File: src/rtl/swhd_pkg.sv
// Shared types and constants for the sync word header deframer.
// Used by the top level, the serial divider and the port checker.
package swhd_pkg;

    localparam int SYM_W        = 8;
    localparam int SYNC_W       = 64;
    localparam int SYNC_LEN_W   = 7;
    localparam int BPS_W        = 4;
    localparam int HDR_BITS     = 64;
    localparam int HDR_CNT_W    = 7;
    localparam int BIT_IDX_W    = 3;
    localparam int LEN_W        = 16;
    localparam int QUO_W        = 19;
    localparam int DIV_STEPS    = QUO_W;
    localparam int DIV_CNT_W    = 5;
    localparam int OUT_W        = 72;
    localparam int CFG_IDX_W    = 8;
    localparam int CFG_DATA_W   = 64;

    localparam logic [SYNC_LEN_W-1:0] SYNC_LEN_RST = 7'd32;
    localparam logic [BPS_W-1:0]      BPS_RST      = 4'd1;

    localparam logic [CFG_IDX_W-1:0] CFG_SYNC_WORD   = 8'd0;
    localparam logic [CFG_IDX_W-1:0] CFG_SYNC_LENGTH = 8'd1;
    localparam logic [CFG_IDX_W-1:0] CFG_HDR_BPS     = 8'd2;
    localparam logic [CFG_IDX_W-1:0] CFG_PAY_BPS     = 8'd3;

    typedef enum logic [1:0] {
        ST_IDLE,
        ST_BITS,
        ST_DIV,
        ST_LOAD
    } swhd_state_t;

    typedef struct packed {
        logic busy;
        logic done;
    } swhd_div_status_t;

endpackage

File: src/rtl/sync_word_header_deframer.sv
// Sync word correlator and header parser, one symbol bit per cycle.
// Each accepted symbol is unpacked bit by bit over its used bits (1 to 8), fewer after a match.
// A passing header then runs the serial divider and a load state before m_axis_tvalid.
// A new symbol is accepted only once the current one is unpacked; a passing header
// holds the input through division and load, and longer while the output register is still full.
// Reset (rst_n low, asynchronous) restores the register defaults and clears the control state.
module sync_word_header_deframer
    import swhd_pkg::*;
(
    input  logic                   clk,
    input  logic                   rst_n,
    input  logic                   cfg_valid,
    output logic                   cfg_ready,
    input  logic [CFG_IDX_W-1:0]   cfg_index,
    input  logic [CFG_DATA_W-1:0]  cfg_data,
    input  logic                   s_axis_tvalid,
    output logic                   s_axis_tready,
    input  logic [SYM_W-1:0]       s_axis_tdata,   // [7:0] symbol_value
    output logic                   m_axis_tvalid,
    input  logic                   m_axis_tready,
    // [7:0] qindex, [15:8] qsize, [31:16] packet_counter,
    // [47:32] payload_bytes, [66:48] payload_symbols, [71:67] zero
    output logic [OUT_W-1:0]       m_axis_tdata
);

    swhd_state_t state_reg, state_next;

    logic [SYNC_W-1:0]      sync_word_reg;
    logic [SYNC_LEN_W-1:0]  sync_len_reg;
    logic [BPS_W-1:0]       hdr_bps_reg;
    logic [BPS_W-1:0]       pay_bps_reg;

    logic [SYNC_W-1:0]      search_reg, search_next;
    logic                   in_hdr_reg;
    logic [HDR_BITS-1:0]    hdr_reg, hdr_next;
    logic [HDR_CNT_W-1:0]   hcnt_reg, hcnt_next;
    logic [SYM_W-1:0]       sym_reg;
    logic [BIT_IDX_W-1:0]   bit_idx_reg;

    logic                   out_valid_reg;
    logic [OUT_W-1:0]       out_reg;

    logic [SYNC_W-1:0]      mask;
    logic [BIT_IDX_W-1:0]   first_idx;
    logic                   bit_now;
    logic                   match;
    logic                   last_bit;
    logic                   hdr_full;
    logic                   len_ok;
    logic                   div_start;
    logic                   out_load;
    logic [QUO_W-1:0]       quotient;
    swhd_div_status_t       div_status;

    assign cfg_ready = 1'b1;

    always_ff @(posedge clk or negedge rst_n)
    begin
        if (!rst_n)
        begin
            sync_word_reg <= '0;
            sync_len_reg  <= SYNC_LEN_RST;
            hdr_bps_reg   <= BPS_RST;
            pay_bps_reg   <= BPS_RST;
        end
        else if (cfg_valid && cfg_ready)
        begin
            case (cfg_index)
                CFG_SYNC_WORD:   sync_word_reg <= cfg_data;
                CFG_SYNC_LENGTH: sync_len_reg  <= cfg_data[SYNC_LEN_W-1:0];
                CFG_HDR_BPS:     hdr_bps_reg   <= cfg_data[BPS_W-1:0];
                CFG_PAY_BPS:     pay_bps_reg   <= cfg_data[BPS_W-1:0];
                default:         ;
            endcase
        end
    end

    // Thermometer mask over the low sync_length bits; lengths of 64 and up cover all.
    always_comb
    begin
        for (int i = 0; i < SYNC_W; i++)
        begin
            mask[i] = (SYNC_LEN_W'(i) < sync_len_reg);
        end
    end

    // Index of the first (most significant) used bit, bits per symbol clamped to 1..8.
    always_comb
    begin
        if (hdr_bps_reg == '0)
        begin
            first_idx = '0;
        end
        else if (hdr_bps_reg > BPS_W'(SYM_W))
        begin
            first_idx = BIT_IDX_W'(SYM_W - 1);
        end
        else
        begin
            first_idx = BIT_IDX_W'(hdr_bps_reg - BPS_W'(1));
        end
    end

    always_comb
    begin
        bit_now     = sym_reg[bit_idx_reg];
        last_bit    = (bit_idx_reg == '0);
        search_next = {search_reg[SYNC_W-2:0], bit_now};
        match       = ~|((search_next ^ sync_word_reg) & mask);
        if (hcnt_reg < HDR_CNT_W'(HDR_BITS))
        begin
            hdr_next  = {hdr_reg[HDR_BITS-2:0], bit_now};
            hcnt_next = hcnt_reg + HDR_CNT_W'(1);
        end
        else
        begin
            hdr_next  = hdr_reg;
            hcnt_next = hcnt_reg;
        end
        hdr_full = (hcnt_next == HDR_CNT_W'(HDR_BITS));
        len_ok   = (hdr_next[47:32] == hdr_next[31:16]);
    end

    // Next-state logic.
    always_comb
    begin
        state_next = state_reg;
        case (state_reg)
            ST_IDLE:
            begin
                if (s_axis_tvalid)
                begin
                    state_next = ST_BITS;
                end
            end
            ST_BITS:
            begin
                if (!in_hdr_reg)
                begin
                    if (match || last_bit)
                    begin
                        state_next = ST_IDLE;
                    end
                end
                else if (last_bit)
                begin
                    state_next = (hdr_full && len_ok) ? ST_DIV : ST_IDLE;
                end
            end
            ST_DIV:
            begin
                if (div_status.done)
                begin
                    state_next = ST_LOAD;
                end
            end
            ST_LOAD:
            begin
                if (!out_valid_reg || m_axis_tready)
                begin
                    state_next = ST_IDLE;
                end
            end
            default:
            begin
                state_next = ST_IDLE;
            end
        endcase
    end

    // Output and control decode.
    always_comb
    begin
        s_axis_tready = 1'b0;
        div_start     = 1'b0;
        out_load      = 1'b0;
        case (state_reg)
            ST_IDLE:
            begin
                s_axis_tready = 1'b1;
            end
            ST_BITS:
            begin
                div_start = in_hdr_reg && last_bit && hdr_full && len_ok;
            end
            ST_LOAD:
            begin
                out_load = !out_valid_reg || m_axis_tready;
            end
            default:
            begin
                s_axis_tready = 1'b0;
            end
        endcase
    end

    always_ff @(posedge clk or negedge rst_n)
    begin
        if (!rst_n)
        begin
            state_reg     <= ST_IDLE;
            search_reg    <= '0;
            in_hdr_reg    <= 1'b0;
            hdr_reg       <= '0;
            hcnt_reg      <= '0;
            bit_idx_reg   <= '0;
            out_valid_reg <= 1'b0;
        end
        else
        begin
            state_reg <= state_next;
            if (state_reg == ST_IDLE && s_axis_tvalid)
            begin
                bit_idx_reg <= first_idx;
            end
            else if (state_reg == ST_BITS && !last_bit)
            begin
                bit_idx_reg <= bit_idx_reg - BIT_IDX_W'(1);
            end

            if (state_reg == ST_BITS)
            begin
                if (!in_hdr_reg)
                begin
                    search_reg <= search_next;
                    if (match)
                    begin
                        // The rest of this symbol is dropped; the header starts clean.
                        in_hdr_reg <= 1'b1;
                        hdr_reg    <= '0;
                        hcnt_reg   <= '0;
                    end
                end
                else if (last_bit && hdr_full)
                begin
                    hdr_reg    <= hdr_next;
                    in_hdr_reg <= 1'b0;
                    hcnt_reg   <= '0;
                end
                else
                begin
                    hdr_reg  <= hdr_next;
                    hcnt_reg <= hcnt_next;
                end
            end

            if (out_load)
            begin
                out_valid_reg <= 1'b1;
            end
            else if (m_axis_tready)
            begin
                out_valid_reg <= 1'b0;
            end
        end
    end

    always_ff @(posedge clk)
    begin
        if (state_reg == ST_IDLE && s_axis_tvalid)
        begin
            sym_reg <= s_axis_tdata;
        end
        if (out_load)
        begin
            out_reg <= {5'b0, quotient, hdr_reg[47:32], hdr_reg[15:0],
                        hdr_reg[55:48], hdr_reg[63:56]};
        end
    end

    swhd_div u_div (
        .clk      (clk),
        .rst_n    (rst_n),
        .start    (div_start),
        .dividend ({hdr_next[47:32], 3'b000}),
        .divisor  (pay_bps_reg),
        .quotient (quotient),
        .status   (div_status)
    );

    assign m_axis_tvalid = out_valid_reg;
    assign m_axis_tdata  = out_reg;

endmodule

File: src/rtl/swhd_div.sv
// Bit-serial restoring divider: one quotient bit per cycle.
// Depends on swhd_pkg for widths and the status struct.
module swhd_div
    import swhd_pkg::*;
(
    input  logic                  clk,
    input  logic                  rst_n,
    input  logic                  start,
    input  logic [QUO_W-1:0]      dividend,
    input  logic [BPS_W-1:0]      divisor,
    output logic [QUO_W-1:0]      quotient,
    output swhd_div_status_t      status
);

    logic                  busy_reg, busy_next;
    logic                  done_reg, done_next;
    logic [DIV_CNT_W-1:0]  cnt_reg, cnt_next;
    logic [QUO_W-1:0]      quo_reg, quo_next;
    logic [BPS_W-1:0]      rem_reg, rem_next;
    logic [BPS_W-1:0]      dvs_reg, dvs_next;
    logic [BPS_W:0]        trial;
    logic                  qbit;

    always_comb
    begin
        trial     = {rem_reg, quo_reg[QUO_W-1]};
        qbit      = (trial >= {1'b0, dvs_reg});
        busy_next = busy_reg;
        done_next = 1'b0;
        cnt_next  = cnt_reg;
        quo_next  = quo_reg;
        rem_next  = rem_reg;
        dvs_next  = dvs_reg;
        if (start)
        begin
            busy_next = 1'b1;
            cnt_next  = '0;
            quo_next  = dividend;
            rem_next  = '0;
            // A zero divisor is taken as one.
            dvs_next  = (divisor == '0) ? BPS_W'(1) : divisor;
        end
        else if (busy_reg)
        begin
            quo_next = {quo_reg[QUO_W-2:0], qbit};
            rem_next = qbit ? BPS_W'(trial - {1'b0, dvs_reg}) : trial[BPS_W-1:0];
            cnt_next = cnt_reg + DIV_CNT_W'(1);
            if (cnt_reg == DIV_CNT_W'(DIV_STEPS - 1))
            begin
                busy_next = 1'b0;
                done_next = 1'b1;
            end
        end
    end

    always_ff @(posedge clk or negedge rst_n)
    begin
        if (!rst_n)
        begin
            busy_reg <= 1'b0;
            done_reg <= 1'b0;
            cnt_reg  <= '0;
        end
        else
        begin
            busy_reg <= busy_next;
            done_reg <= done_next;
            cnt_reg  <= cnt_next;
        end
    end

    always_ff @(posedge clk)
    begin
        quo_reg <= quo_next;
        rem_reg <= rem_next;
        dvs_reg <= dvs_next;
    end

    assign quotient    = quo_reg;
    assign status.busy = busy_reg;
    assign status.done = done_reg;

endmodule

File: config.mk
export PLATFORM = sky130hd
export DESIGN_NAME = sync_word_header_deframer
export DESIGN_NICKNAME = d
export VERILOG_FILES = /design/src/rtl/swhd_pkg.sv /design/src/rtl/sync_word_header_deframer.sv /design/src/rtl/swhd_div.sv
export SDC_FILE = /design/constraint.sdc
export NUM_CORES = 1
export LEC_CHECK = 0
export ABC_AREA = 1
export BUFFER_PORTS_ARGS = -buffer_cell sky130_fd_sc_hd__buf_2
export CAP_MARGIN = 20
export CELL_PAD_IN_SITES_DETAIL_PLACEMENT = 1
export CELL_PAD_IN_SITES_GLOBAL_PLACEMENT = 2
export CORE_ASPECT_RATIO = 0.75
export CORE_MARGIN = 2
export CORE_UTILIZATION = 30
export DETAILED_ROUTE_END_ITERATION = 10
export GPL_TIMING_DRIVEN = 0
export PLACE_DENSITY_LB_ADDON = 0.1
export REMOVE_ABC_BUFFERS = 1
export SETUP_SLACK_MARGIN = 0.02
export SYNTH_ARGS = -nofsm -noshare
export SYNTH_HDL_FRONTEND = slang
export SYNTH_SLANG_ARGS = --single-unit
File: constraint.sdc
create_clock -name clk -period 12.2 [get_ports clk]
set_input_delay 1.83 -clock clk [delete_from_list [all_inputs] [get_ports clk]]
set_output_delay 1.83 -clock clk [all_outputs]
set_load 0.02 [all_outputs]
### Yosys cells after proc, flatten, opt, wreduce, memory -nomap -nowiden

Cells that the tools add are included.

| storage, ports and cells | value |
|---|---|
| input port bits | 85 |
| word-level logic and storage cells | 182 |
| bits in registers | 329 |

| cells by class | value |
|---|---|
| reduce and logical (&&, ||, !) cells | 29 |
| eq/ne operators | 16 |
| multiplexer cells | 40 |
| bitwise gates (word level) | 3 |
| $lt $le $gt $ge | 68 |
| $add $sub $neg | 5 |

Operator list:

| kind | count |
|---|---|
| $lt 6x7->1 const A | 32 |
| $mux 64 | 3 |
| $lt 5x7->1 const A | 16 |
| $and 64x64->64 | 1 |
| $reduce_or 64->1 | 1 |
| $xor 64x64->64 | 1 |
| $lt 4x7->1 const A | 8 |
| $mux 19 | 2 |
| $lt 3x7->1 const A | 4 |
| $mux 7 | 4 |
| $eq 16x16->1 | 1 |
| $eq 8x2->1 const B | 2 |
| $mux 1 | 15 |
| $lt 1x7->1 const A | 2 |
| $lt 2x7->1 const A | 2 |
| $mux 2 | 7 |
| $mux 3 | 4 |
| $reduce_and 2->1 | 6 |
| $mux 5 | 2 |
| $eq 8x1->1 const B | 1 |
| $logic_not 4->1 | 2 |
| $logic_not 8->1 | 1 |
| $pmux 2 s4 | 1 |
| $add 7x1->7 const B | 1 |
| other kinds (25) | 42 |

### Logic depth before layout (Yosys ltp)

| depth | value |
|---|---|
| word-level depth | 10 |
| depth in mapped cells | 19 |
| mapped depth without buffers | 18 |

### Hierarchy

From an unflattened synthesis, not the netlist that was laid out.

| unflattened totals | value |
|---|---|
| cells, all modules | 1424 |
| area, all modules | 14710.4 um^2 |

By module, submodules not included:

| module | instances | area each (um^2) | sequential area each (um^2) | cells an instance |
|---|---|---|---|---|
| sync_word_header_deframer | 1 | 13091.3 | 7761.2 | 1250 |
| swhd_div | 1 | 1619.1 | 945.9 | 174 |

### Least setup slack after synthesis

Ideal clock, no wire load.

| path | value |
|---|---|
| kind | input-to-reg |
| from | in m_axis_tready |
| to | reg out_reg[0], in the netlist m_axis_tdata[0], enable pin |
| path slack | 7.007 ns |
| arrival time | 4.699 ns |
| buffers on the path | 0 |
| data required time | 11.706 ns |
| library setup time | 0.494 ns |
| stages | 2 |
| cells stage by stage | nor2_1 > nor2_1 |

| on the way | value |
|---|---|
| longest elaborated chain between the ends | 2 |

RTL lines:

| item | RTL line | text |
|---|---|---|
| start, declared | sync_word_header_deframer.sv:20 | `input logic m_axis_tready,` |
| $logic_or 1x1->1 | sync_word_header_deframer.sv:188 | `out_load = !out_valid_reg \|\| m_axis_tready;` |
| $mux 1 | sync_word_header_deframer.sv:177 | `case (state_reg)` |
| via out_load | sync_word_header_deframer.sv:51 | `logic out_load;` |
| end signal, assigned | sync_word_header_deframer.sv:266 | `out_reg <= {5'b0, quotient, hdr_reg[47:32], hdr_reg[15:0],` |
| end, declared | sync_word_header_deframer.sv:41 | `logic [OUT_W-1:0] out_reg;` |

The timed path passes the listed nets, and every way through them passes these cells.
A chain may end at the register's enable or synchronous reset.

### Final worst setup path

| path | value |
|---|---|
| from | reg hcnt_reg[6] |
| to | reg u_div.quo_reg[15], in the netlist u_div.quotient[15], enable pin |

| on the way | value |
|---|---|
| longest elaborated chain between the ends | 7 |

RTL lines:

| item | RTL line | text |
|---|---|---|
| start, declared | sync_word_header_deframer.sv:36 | `logic [HDR_CNT_W-1:0] hcnt_reg, hcnt_next;` |
| start signal, assigned | sync_word_header_deframer.sv:243 | `hcnt_reg <= hcnt_next;` |
| $add 7x1->7 or $lt 7x7->1 (tied branches) | sync_word_header_deframer.sv:113, sync_word_header_deframer.sv:110 |  |
| $mux 7 | sync_word_header_deframer.sv:110 | `if (hcnt_reg < HDR_CNT_W'(HDR_BITS))` |
| $eq 7x7->1 | sync_word_header_deframer.sv:120 | `hdr_full = (hcnt_next == HDR_CNT_W'(HDR_BITS));` |
| $logic_and 1x1->1 | sync_word_header_deframer.sv:184 | `div_start = in_hdr_reg && last_bit && hdr_full && len_ok;` |
| $logic_and 1x1->1 (*) | sync_word_header_deframer.sv:184 |  |
| $mux 1 (*) | sync_word_header_deframer.sv:177 |  |
| $reduce_bool 2->1 (no source line) (*) | - |  |
| end signal, assigned | swhd_div.sv:74 | `quo_reg <= quo_next;` |
| end, declared | swhd_div.sv:18 | `logic [QUO_W-1:0] quo_reg, quo_next;` |

Every way passes the cells marked *; elsewhere a longest branch is shown, timed or not. The select of a mux whose other input is x is not followed.

==> results.cfg <==
[status]
status = complete, no violations

[timing]
drv_slew = 0
grt_setup_unrepaired = false
setup-violations-final = 0
period_share = 0.3742
hold_violations = 0
setup_tns_ns = 0
fin_crit_ns = 4.565
relSlewSlack = 0.2954
max_freq_mhz = 219.0
hold_slack_ns = 0.4509
tightest_slew_ns = 1.056
final.setup.worst_slack_ns = 7.635
skew_ns = 0.01686

[global_route]
antenna_found_initial = 0
grt_max_degree = 112
grt_pass1_vias = 10540
grt_pass1_wl_um = 61380
gr-total-overflow = 0
grt_usage = 0.1552

[clock_network]
cts_tree = built
worstSkewPairLatency_ns = 0.53
clk_pin_slew_ns = 0.06
cts_root_buffer = clkbuf_16
post_cts_resized = 0
cts.path.max_buffers = 3
cts_buffers = 37
htreeDepth = 2
holdBufCountCts = 0
cts.sinks = 329
cts_post_setup_buffers_inserted = 0

[routing]
ant_nets = 0
vias_per_cell = 4.572
drc_errors = 0
vias = 10330
wl_per_cell_um = 17.45
wirelength_um = 39430
drt_iter0_markers = 485
dr.pass1.iters = 5

[synthesis]
ys_async_sr_fraction = 0.6900
syn_area_mm2 = 0.01470
synth_flop_cell = dfrtp_1
synth.avg_cell_area_um2 = 10.26
synth_edf_count = 95
synthCells = 1433
ys_ff_latch = 329
yosys-top-cells-count = nand2_1, dfrtp_1, mux2_2, inv_1, edfxtp_1
synth.most_common_cell = nand2_1
synth_cell_type_count = 47
synth_top_cell_by_area = dfrtp_1
synth_area_leaders = dfrtp_1, edfxtp_1, nand2_1
ys_seq_area_frac = 0.5902
synth_top_area_share = 0.3812
ys_warn_count = 0

[floorplanning]
io_pins = 160
rows = 70
die-area_mm2 = 0.05081
die_h_um = 195.7
initial_core_util = 0.3025
die_x_um = 259.6
core_mm2 = 0.04861

[place]
dpl_cell_area_mm2 = 0.01626
dp_cells = 2191
dpl.hpwl_um = 27910
place.gp.congestion = 0.7522
place_ws_ns = 7.590
port_buffers = 153

[final_layout]
fin_nets = 1680
final_cell_area_mm2 = 0.01744
largest_register_ffs = 67
syn_to_final_growth_pct = 18.65
drive_above_1_share = 0.2298
final_cells = 2259
final_util = 0.3589

[worst_hold_path]
min-delay-start = u_div.quotient[5]
worst_hold_path_type = reg2reg

[worst_setup_path]
cp-startpoint = hcnt_reg[6]
critPathCaptureType = flip-flop
crit_required_ns = 12.36
arrival_ns = 4.73
r2r-start = hcnt_reg[6]
critPathKind = reg2reg
worstSetupStartpointType = flip-flop
crit_fanout = 42

[power]
peakVddDrop_mv = 0.07733
p_leak_nw = 8.526
totalPowerFinal_mw = 3.048
powerDensity_mw_per_mm2 = 174.7

[job]
cap_viol_max_count = 0
==> final timing paths <==
path / cells past startpoint / to / slack [ns]
min reg2reg: 0 / m_axis_tdata[53] / 0.45
max: 12 / u_div.quotient[15] / 7.63
min: 0 / m_axis_tdata[53] / 0.45
min in group asynchronous: 1 / hdr_reg[25] / 1.15
max reg2reg: 12 / u_div.quotient[15] / 7.63
max in group asynchronous: 3 / hcnt_reg[6] / 9.71
==> logic make-up after synthesis <==
| group | Yosys count | synth area share |
|---|---|---|
| simple gates | 567 | 0.1613 |
| flops | 329 | 0.5902 |
| compound gates | 170 | 0.06170 |
| buf+inv | 169 | 0.04698 |
| mux | 112 | 0.08595 |
| xor+xnor | 73 | 0.04349 |
| fa+ha+maj | 11 | 0.009872 |
| other cells | 2 | 0.0005108 |
==> layout make-up <==
type,count,area (um^2)
Fill cell,5472,31160
Sequential cell,329,8678
Multi-Input combinational cell,939,5378
Clock buffer,50,1035
Timing Repair Buffer,164,1011
Tap cell,648,810.8
Inverter,113,424.2
Clock inverter,15,105.1
Antenna cell,1,2.502
==> worst max-delay path, cell delays in order (launching register included) <==
cell and delay (ns):
dfrtp_2 0.73, buf_16 0.24, inv_2 0.18, or2_2 0.32
o21ai_0 0.28, inv_1 0.12, nand2_1 0.11, nand2_1 0.07
nor3_1 0.23, nand2_1 0.09, nor2_1 0.16, nand3_2 0.70
nand2_1 0.94
==> cell usage in the layout, fill, tap and decap left out, types with 7 or more instances in the layout <==
master and n:
a21oi_1 10, buf_2 152, clkbuf_1 7, clkbuf_16 37, clkinv_2 7, dfrtp_1 223, dfxtp_1 7, edfxtp_1 95
ha_1 10, inv_1 107, mux2_2 111, nand2_1 367, nand3_1 80, nand4_1 9, nor2_1 63, nor3_1 8
o211ai_1 9, o21ai_0 68, o21ai_1 70, or2_2 12, xnor2_1 11, xor2_1 62
==> layer usage <==
metal,routed length (um),vias to the layer above,GRT usage,share of wire
met5,0,-,0,0
met4,558,0,0.03150,0.014
met3,1328,43,0.02429,0.034
met2,16580,140,0.2239,0.42
met1,20960,5116,0.2434,0.53
li1,-,5029,-,-
==> where the power goes <==
group,switching [mW],total (mW),internal [mW]
combinational,0.409,0.631,0.222
sequential,0.0960,1.34,1.25
clock,0.459,1.07,0.616
total,0.964,3.05,2.08
Note: power is estimated with default switching activity, not from simulation.
